--- src/hw/rtl/tir_pkg.sv ---
// shared types and constants for the timestamped interpolation ring
// no dependencies; imported by every module of the block
package tir_pkg;

  localparam int RING_DEPTH_DEF = 16;

  localparam int TIME_W    = 48;
  localparam int PAYLOAD_W = 64;
  localparam int ALPHA_W   = 17;
  localparam int HELD_W    = 5;
  localparam int REM_W     = TIME_W + 1;

  // one quotient bit per step: integer bit plus 16 fraction bits
  localparam int DIV_CNT_W = 5;
  localparam logic [DIV_CNT_W-1:0] DIV_STEPS = DIV_CNT_W'(ALPHA_W);

  localparam logic OP_WRITE = 1'b0;
  localparam logic OP_QUERY = 1'b1;

  typedef enum logic [2:0] {
    S_IDLE,
    S_WRITE,
    S_READ,
    S_CHECK,
    S_DIV,
    S_EMIT
  } tir_state_t;

  typedef struct packed {
    logic capture;
    logic do_write;
    logic rd_issue;
    logic drop;
    logic take_pair;
    logic div_start;
    logic div_step;
    logic load_out;
  } tir_cmd_t;

  typedef struct packed {
    logic few;
    logic stale;
    logic bracket;
    logic span;
    logic div_last;
  } tir_sts_t;

endpackage

--- src/hw/rtl/tir_ctrl.sv ---
// controller state machine of the interpolation ring
// depends on tir_pkg; drives the datapath tir_dp through tir_cmd_t
module tir_ctrl (
  input  logic               clk,
  input  logic               rst_n,
  input  logic               in_valid,
  input  logic               in_op,
  output logic               in_ready,
  output logic               out_valid,
  input  logic               out_ready,
  input  tir_pkg::tir_sts_t  sts,
  output tir_pkg::tir_cmd_t  cmd
);
  import tir_pkg::*;

  tir_state_t state_r, state_nxt;
  logic       out_valid_r, out_valid_nxt;

  always_ff @(posedge clk) begin
    if (!rst_n) begin
      state_r     <= S_IDLE;
      out_valid_r <= 1'b0;
    end else begin
      state_r     <= state_nxt;
      out_valid_r <= out_valid_nxt;
    end
  end

  always_comb begin
    state_nxt = state_r;
    cmd       = '0;
    in_ready  = 1'b0;
    unique case (state_r)
      S_IDLE: begin
        in_ready = 1'b1;
        if (in_valid) begin
          cmd.capture = 1'b1;
          state_nxt   = (in_op == OP_QUERY) ? S_READ : S_WRITE;
        end
      end
      S_WRITE: begin
        cmd.do_write = 1'b1;
        state_nxt    = S_EMIT;
      end
      S_READ: begin
        if (sts.few) begin
          state_nxt = S_EMIT;
        end else begin
          cmd.rd_issue = 1'b1;
          state_nxt    = S_CHECK;
        end
      end
      S_CHECK: begin
        priority if (sts.stale) begin
          // second oldest already behind the query time
          cmd.drop  = 1'b1;
          state_nxt = S_READ;
        end else if (sts.bracket) begin
          cmd.take_pair = 1'b1;
          cmd.drop      = 1'b1;
          if (sts.span) begin
            cmd.div_start = 1'b1;
            state_nxt     = S_DIV;
          end else begin
            state_nxt = S_EMIT;
          end
        end else begin
          state_nxt = S_EMIT;
        end
      end
      S_DIV: begin
        cmd.div_step = 1'b1;
        if (sts.div_last) begin
          state_nxt = S_EMIT;
        end
      end
      S_EMIT: begin
        if (!out_valid_r || out_ready) begin
          cmd.load_out = 1'b1;
          state_nxt    = S_IDLE;
        end
      end
      default: begin
        state_nxt = S_IDLE;
      end
    endcase
  end

  always_comb begin
    out_valid_nxt = out_valid_r;
    priority if (cmd.load_out) begin
      out_valid_nxt = 1'b1;
    end else if (out_ready) begin
      out_valid_nxt = 1'b0;
    end
  end

  assign out_valid = out_valid_r;

endmodule

--- src/hw/rtl/tir_dp.sv ---
// datapath of the interpolation ring: snapshot memories, ring pointers,
// serial alpha divider and output register; depends on tir_pkg
module tir_dp #(
  parameter int RING_DEPTH = tir_pkg::RING_DEPTH_DEF
) (
  input  logic                             clk,
  input  logic                             rst_n,
  input  logic                             in_op,
  input  logic [tir_pkg::TIME_W-1:0]       in_item_time,
  input  logic [tir_pkg::PAYLOAD_W-1:0]    in_item_payload,
  input  tir_pkg::tir_cmd_t                cmd,
  output tir_pkg::tir_sts_t                sts,
  output logic                             out_was_query,
  output logic                             out_found,
  output logic [tir_pkg::PAYLOAD_W-1:0]    out_earlier_payload,
  output logic [tir_pkg::PAYLOAD_W-1:0]    out_later_payload,
  output logic [tir_pkg::ALPHA_W-1:0]      out_alpha,
  output logic [tir_pkg::HELD_W-1:0]       out_entries_held
);
  import tir_pkg::*;

  localparam int PTR_W = (RING_DEPTH > 1) ? $clog2(RING_DEPTH) : 1;
  localparam int CNT_W = $clog2(RING_DEPTH + 1);
  localparam logic [PTR_W-1:0] PTR_LAST = PTR_W'(RING_DEPTH - 1);
  localparam logic [CNT_W-1:0] CNT_FULL = CNT_W'(RING_DEPTH);
  localparam logic [CNT_W-1:0] CNT_TWO  = CNT_W'(2);

  function automatic logic [PTR_W-1:0] ring_next(input logic [PTR_W-1:0] p);
    return (p == PTR_LAST) ? '0 : p + 1'b1;
  endfunction

  // snapshot store
  logic [TIME_W-1:0]    mem_time [RING_DEPTH];
  logic [PAYLOAD_W-1:0] mem_pay  [RING_DEPTH];

  logic                 op_r;
  logic [TIME_W-1:0]    time_r;
  logic [PAYLOAD_W-1:0] payload_r;

  logic [PTR_W-1:0]     oldest_r, wr_r;
  logic [CNT_W-1:0]     cnt_r;
  logic [PTR_W-1:0]     oldest_succ;

  logic [TIME_W-1:0]    ta_rd_r, tb_rd_r;
  logic [PAYLOAD_W-1:0] pa_rd_r, pb_rd_r;

  logic                 found_r;
  logic [PAYLOAD_W-1:0] pa_r, pb_r;
  logic [ALPHA_W-1:0]   quot_r;
  logic [REM_W-1:0]     rem_r;
  logic [TIME_W-1:0]    den_r;
  logic [DIV_CNT_W-1:0] div_cnt_r;

  logic [REM_W-1:0]     div_diff;
  logic                 div_ge;
  logic [REM_W-1:0]     rem_keep;
  logic [CNT_W+HELD_W-1:0] held_ext;

  assign oldest_succ = ring_next(oldest_r);

  always_ff @(posedge clk) begin
    if (cmd.do_write) begin
      mem_time[wr_r] <= time_r;
      mem_pay[wr_r]  <= payload_r;
    end
    if (cmd.rd_issue) begin
      ta_rd_r <= mem_time[oldest_r];
      tb_rd_r <= mem_time[oldest_succ];
      pa_rd_r <= mem_pay[oldest_r];
      pb_rd_r <= mem_pay[oldest_succ];
    end
  end

  always_ff @(posedge clk) begin
    if (!rst_n) begin
      oldest_r <= '0;
      wr_r     <= '0;
      cnt_r    <= '0;
    end else begin
      priority if (cmd.do_write) begin
        wr_r <= ring_next(wr_r);
        // full ring: the new word replaces the oldest one
        if (cnt_r == CNT_FULL) begin
          oldest_r <= oldest_succ;
        end else begin
          cnt_r <= cnt_r + 1'b1;
        end
      end else if (cmd.drop) begin
        oldest_r <= oldest_succ;
        cnt_r    <= cnt_r - 1'b1;
      end
    end
  end

  always_ff @(posedge clk) begin
    if (cmd.capture) begin
      op_r      <= in_op;
      time_r    <= in_item_time;
      payload_r <= in_item_payload;
    end
  end

  // restoring divide: each step subtracts the divisor when the remainder is not below it
  assign div_diff = rem_r - {1'b0, den_r};
  assign div_ge   = (rem_r >= {1'b0, den_r});
  assign rem_keep = div_ge ? div_diff : rem_r;

  always_ff @(posedge clk) begin
    if (!rst_n) begin
      div_cnt_r <= '0;
    end else if (cmd.div_start) begin
      div_cnt_r <= DIV_STEPS;
    end else if (cmd.div_step) begin
      div_cnt_r <= div_cnt_r - 1'b1;
    end
  end

  always_ff @(posedge clk) begin
    priority if (cmd.capture) begin
      found_r <= 1'b0;
      pa_r    <= '0;
      pb_r    <= '0;
      quot_r  <= '0;
    end else if (cmd.take_pair) begin
      found_r <= 1'b1;
      pa_r    <= pa_rd_r;
      pb_r    <= pb_rd_r;
      if (cmd.div_start) begin
        rem_r  <= {1'b0, time_r - ta_rd_r};
        den_r  <= tb_rd_r - ta_rd_r;
        quot_r <= '0;
      end
    end else if (cmd.div_step) begin
      rem_r  <= {rem_keep[REM_W-2:0], 1'b0};
      quot_r <= {quot_r[ALPHA_W-2:0], div_ge};
    end
  end

  assign held_ext = {{HELD_W{1'b0}}, cnt_r};

  always_ff @(posedge clk) begin
    if (cmd.load_out) begin
      out_was_query       <= op_r;
      out_found           <= found_r;
      out_earlier_payload <= pa_r;
      out_later_payload   <= pb_r;
      out_alpha           <= quot_r;
      out_entries_held    <= held_ext[HELD_W-1:0];
    end
  end

  assign sts.few      = (cnt_r < CNT_TWO);
  assign sts.stale    = (tb_rd_r < time_r);
  assign sts.bracket  = (ta_rd_r <= time_r);
  assign sts.span     = (tb_rd_r > ta_rd_r);
  assign sts.div_last = (div_cnt_r == DIV_CNT_W'(1));

endmodule

--- src/hw/rtl/timestamped_interpolation_ring.sv ---
// top level of the timestamped interpolation ring
// depends on tir_pkg, tir_ctrl and tir_dp
//
// Usage:
//   in_*  : one word per item. in_op = 0 stores (in_item_time, in_item_payload)
//           as the newest snapshot, overwriting the oldest when the ring is full.
//           in_op = 1 asks for the pair of snapshots around in_item_time.
//   out_* : one word per input word, in order. A found query returns both
//           payloads and alpha = (t - ta) / (tb - ta) in unsigned Q1.16.
// Sequencing:
//   one item at a time, next word taken the cycle after the result loads. A write
//   steps through write and emit; a query through read, check and emit (read and emit
//   with under two snapshots left), plus read and check per stale snapshot dropped,
//   as the memory read is registered, and a 1-bit-per-cycle divide when ta and tb differ.
// Reset:
//   rst_n low empties the ring at once; snapshot memory is not cleared.
// Back-pressure:
//   a finished word sits in the output register while out_ready is low; the
//   next input word is accepted meanwhile and holds in its last step until
//   the output register frees up.
module timestamped_interpolation_ring #(
  parameter int RING_DEPTH = tir_pkg::RING_DEPTH_DEF
) (
  input  logic                          clk,
  input  logic                          rst_n,
  input  logic                          in_valid,
  output logic                          in_ready,
  input  logic                          in_op,
  input  logic [tir_pkg::TIME_W-1:0]    in_item_time,
  input  logic [tir_pkg::PAYLOAD_W-1:0] in_item_payload,
  output logic                          out_valid,
  input  logic                          out_ready,
  output logic                          out_was_query,
  output logic                          out_found,
  output logic [tir_pkg::PAYLOAD_W-1:0] out_earlier_payload,
  output logic [tir_pkg::PAYLOAD_W-1:0] out_later_payload,
  output logic [tir_pkg::ALPHA_W-1:0]   out_alpha,
  output logic [tir_pkg::HELD_W-1:0]    out_entries_held
);
  import tir_pkg::*;

  tir_cmd_t cmd;
  tir_sts_t sts;

  tir_ctrl u_ctrl (
    .clk       (clk),
    .rst_n     (rst_n),
    .in_valid  (in_valid),
    .in_op     (in_op),
    .in_ready  (in_ready),
    .out_valid (out_valid),
    .out_ready (out_ready),
    .sts       (sts),
    .cmd       (cmd)
  );

  tir_dp #(
    .RING_DEPTH (RING_DEPTH)
  ) u_dp (
    .clk                 (clk),
    .rst_n               (rst_n),
    .in_op               (in_op),
    .in_item_time        (in_item_time),
    .in_item_payload     (in_item_payload),
    .cmd                 (cmd),
    .sts                 (sts),
    .out_was_query       (out_was_query),
    .out_found           (out_found),
    .out_earlier_payload (out_earlier_payload),
    .out_later_payload   (out_later_payload),
    .out_alpha           (out_alpha),
    .out_entries_held    (out_entries_held)
  );

endmodule

--- config.mk ---
export PLATFORM = sky130hd
export DESIGN_NAME = timestamped_interpolation_ring
export DESIGN_NICKNAME = d
export VERILOG_FILES = /design/src/hw/rtl/tir_pkg.sv /design/src/hw/rtl/tir_ctrl.sv /design/src/hw/rtl/tir_dp.sv /design/src/hw/rtl/timestamped_interpolation_ring.sv
export SDC_FILE = /design/constraint.sdc
export NUM_CORES = 2
export LEC_CHECK = 0
export ABC_AREA = 1
export BUFFER_PORTS_ARGS = -buffer_cell sky130_fd_sc_hd__buf_4
export CORE_MARGIN = 5
export CORE_UTILIZATION = 30
export CTS_CLUSTER_SIZE = 25
export DETAILED_ROUTE_END_ITERATION = 16
export PLACE_DENSITY_LB_ADDON = 0.25
export SLEW_MARGIN = 25
export SYNTH_ARGS = -nofsm -noshare
export SYNTH_HDL_FRONTEND = slang
export SYNTH_HIERARCHICAL = 1
export SYNTH_SLANG_ARGS = --single-unit
export TNS_END_PERCENT = 1
--- constraint.sdc ---
create_clock -name clk -period 14.9 [get_ports clk]
set_input_delay 2.235 -clock clk [delete_from_list [all_inputs] [get_ports clk]]
set_output_delay 2.235 -clock clk [all_outputs]
set_load 0.02 [all_outputs]
==> metrics.cfg <==
[run_status]
status = completed

[clock_network]
cts.htree.levels = 5
cts_resized = 0
clk_pin_slew_worst_paths_ns = 0.06
clock_latency_ns = 0.94
numCtsBuffers = 299
clockBufferDepth = 4
cts_sinks = 2546
clockRootBuffer = clkbuf_16
cts_tree = done
ctsHoldBuffers = 0
postCtsSetupRepairBufs = 0

[floorplanning]
start_util_pct = 30.1
rows = 235
core_um2 = 409000
die-height_um = 650
chipWidth_um = 650
die_area_um2 = 423000
io_pins = 271

[sta]
finClkSkew_ns = 0.0855
tightestPinTransition_ns = 1.22
fin_crit_ns = 6.31
rsz0062_at_grt = false
maxSlewHeadroom_pct = 18.7
finalSetupViolCount = 0
hold_viol = 0
slew_violations = 0
fin_crit_sh_pct = 42.4
final.setup.tns_ns = 0
clock.fmax_mhz = 158

[final_layout]
nets = 12694
layout_commonest_cell = edfxtp_1
drive_above_1_share_pct = 7.60
layout.cells.most_common_list = edfxtp_1 (2,378), o21ai_0 (2,082), nor2_1 (1,680)
synthToLayoutAreaGrowth_pct = 13.7
stdcell_area_um2 = 140000
fillers = 41053
layout.cells.non_filler = 18051

[critical_path]
start_kind = flop
crit_path_max_fanout = 189
crit_top_cell = buf_12
cp_top_family = buffers and inverters
worst-setup-path-type = reg2reg
slowest_stage = buf_4
critical_path.max_stage_delay_ns = 0.81
path_cells = buf_12, inv_16, nand2_8, buf_4, buf_12, buf_12, nand2_1, o21ai_0, o21ai_0, o221ai_1, o21ai_1
worstPathArrival_ns = 6.92
cp_num_buf_inv = 5
worstPathRequired_ns = 15.51
critPathCaptureType = flop

[placed_design]
place.gp.congestion = 0.989
post-place-cells = 17521
dp_hpwl_mm = 260
dpl-instance-area_um2 = 130000
port_buffers = 270

[power]
p_per_area_nw_per_um2 = 162
leakagePower_nw = 49.5
total_power_mw = 22.7
vdd_drop_max_uv = 128

[synthesis]
syn_nets = 12779
postSynthCellCount = 12457
synth.top_cells.by_area = edfxtp_1 (58%), o21ai_0 (8.5%), nor2_1 (5.2%)
synth_top_cell_area_share_pct = 58.1
synthArstFlopShare_pct = 0
synth_area_um2 = 123000
yosysUniqueCellTypes = 59
syn_avg_cell_area_um2 = 9.87
ys_seq_area_share_pct = 60.8
ys.flop_type = edfxtp_1
synth_enable_flop_cells = 2378
synth_top_area_cell = edfxtp_1
ys_warn_count = 6
ys_ff_latch = 2546

[routing]
ant_nets = 0
top_layer = met5
wl_met1_mm = 194
via_count = 97199
wl_met2_mm = 200
drtPass1Iterations = 7
drcViolationCount = 0
drt-initial-drc-count = 11127
via_per_inst = 5.38
wl_met3_mm = 34.2
routed_wl_mm = 444
wl_per_cell_um = 24.6

[global_route]
grt_pass1_vias = 91906
antenna_found_initial = 19
globalRouteOverflowTotal = 0
grt_max_degree = 216
track_usage_pct = 20.0
grt_pass1_wl_mm = 638

[hold_path]
hold_class = reg2reg

[run]
maxCapViolations = 0

Yosys cell counts, drive strengths merged, types with 6 or more instances:
library cell,n
edfxtp,2378
o21ai,2109
nor2,1708
nand2,1589
inv,938
a21oi,931
clkbuf,502
nand3,412
buf,324
o22ai,316
o221ai,238
ha,201
o211ai,169
dfxtp,168
nand4,85
nor3,73
xor2,46
xnor2,43
or2,30
o31ai,29
a22oi,24
o21bai,18
nor4,14
o311ai,12
a21o,11
o21a,11
a2111oi,10
a31oi,10
nand3b,10
a21boi,8
a211oi,7
o32ai,6
routing by layer:
metal / track usage [%] / up-vias
li1: - / 44251
met2: 31.7 / 4461
met4: 6.87 / 4
met1: 28.2 / 47696
met3: 2.78 / 787
met5: 0 / -
through the flow:
step | hold slack (ns) | utilization, % | setup slack, ns
global placement | 0.406 | 31.8 | 8.86
global route | 0.419 | 34.2 | 8.28
detailed placement | 0.405 | 31.8 | 8.77
floorplan | 0.400 | - | 3.29
CTS | 0.421 | 34.2 | 8.76
finish | 0.415 | 34.2 | 8.59
final timing paths:
| kind | from | endpoint | slack, ns | depth (start not counted) |
|---|---|---|---|---|
| min | u_dp/pb_r[34] | u_dp/out_later_payload[34] | 0.42 | 0 |
| max reg2reg | u_dp/oldest_r[0] | u_dp/tb_rd_r[12] | 8.59 | 11 |
| min reg2reg | u_dp/pb_r[34] | u_dp/out_later_payload[34] | 0.42 | 0 |
| max | u_dp/oldest_r[0] | u_dp/tb_rd_r[12] | 8.59 | 11 |
flip-flops by register name, summed over array words and instances, names as in the netlist, 48 cells and up:
name and flops:
u_dp/den_r 48, u_dp/mem_pay 1024, u_dp/mem_time 768, u_dp/out_earlier_payload 64
u_dp/out_later_payload 64, u_dp/pa_r 64, u_dp/pa_rd_r 64, u_dp/payload_r 64
u_dp/pb_r 64, u_dp/pb_rd_r 64, u_dp/rem_r 49, u_dp/ta_rd_r 48
u_dp/tb_rd_r 48, u_dp/time_r 48
worst reg2reg max path, delay by kind of cell, from the launching register on:
kind	cells	cell delay (ns)
flip-flops	1	0.80
AND/OR/NAND/NOR	2	1.26
buffers and inverters	5	3.38
AO/OA/AOI/OAI	4	0.59
area by class of cell:
cell class	instances	area [um^2]	share of cell area, %
Clock inverter	154	1510	1.08
Tap cell	5451	6820	4.88
Timing Repair Buffer	440	3610	2.58
Sequential cell	2546	74800	53.5
Clock buffer	373	8190	5.86
Multi-Input combinational cell	8145	41200	29.5
Inverter	940	3620	2.59
Antenna cell	2	5.00	0.00358
report_power, final:
group	total, mW	switching [mW]	internal (mW)
Sequential	9.42	0.595	8.83
Clock	7.34	3.04	4.30
Combinational	5.90	4.28	1.62
logic make-up (layout without fill, tap and decap cells):
logic type                 count (synthesis)  after routing  share of synthesized area, %
buffers and inverters                   1766           1907                          5.84
AOI/OAI and AO/OA                       3914           3914                          17.7
DFF                                     2546           2546                          60.8
muxes                                      4              4                        0.0326
adders and majority gates                205            205                          2.11
and+or+nand+nor                         3933           3933                          12.9
other                                      0              2                             0
xor gates and xnor gates                  89             89                         0.634
No activity file was read; power rests on OpenSTA's default activity.
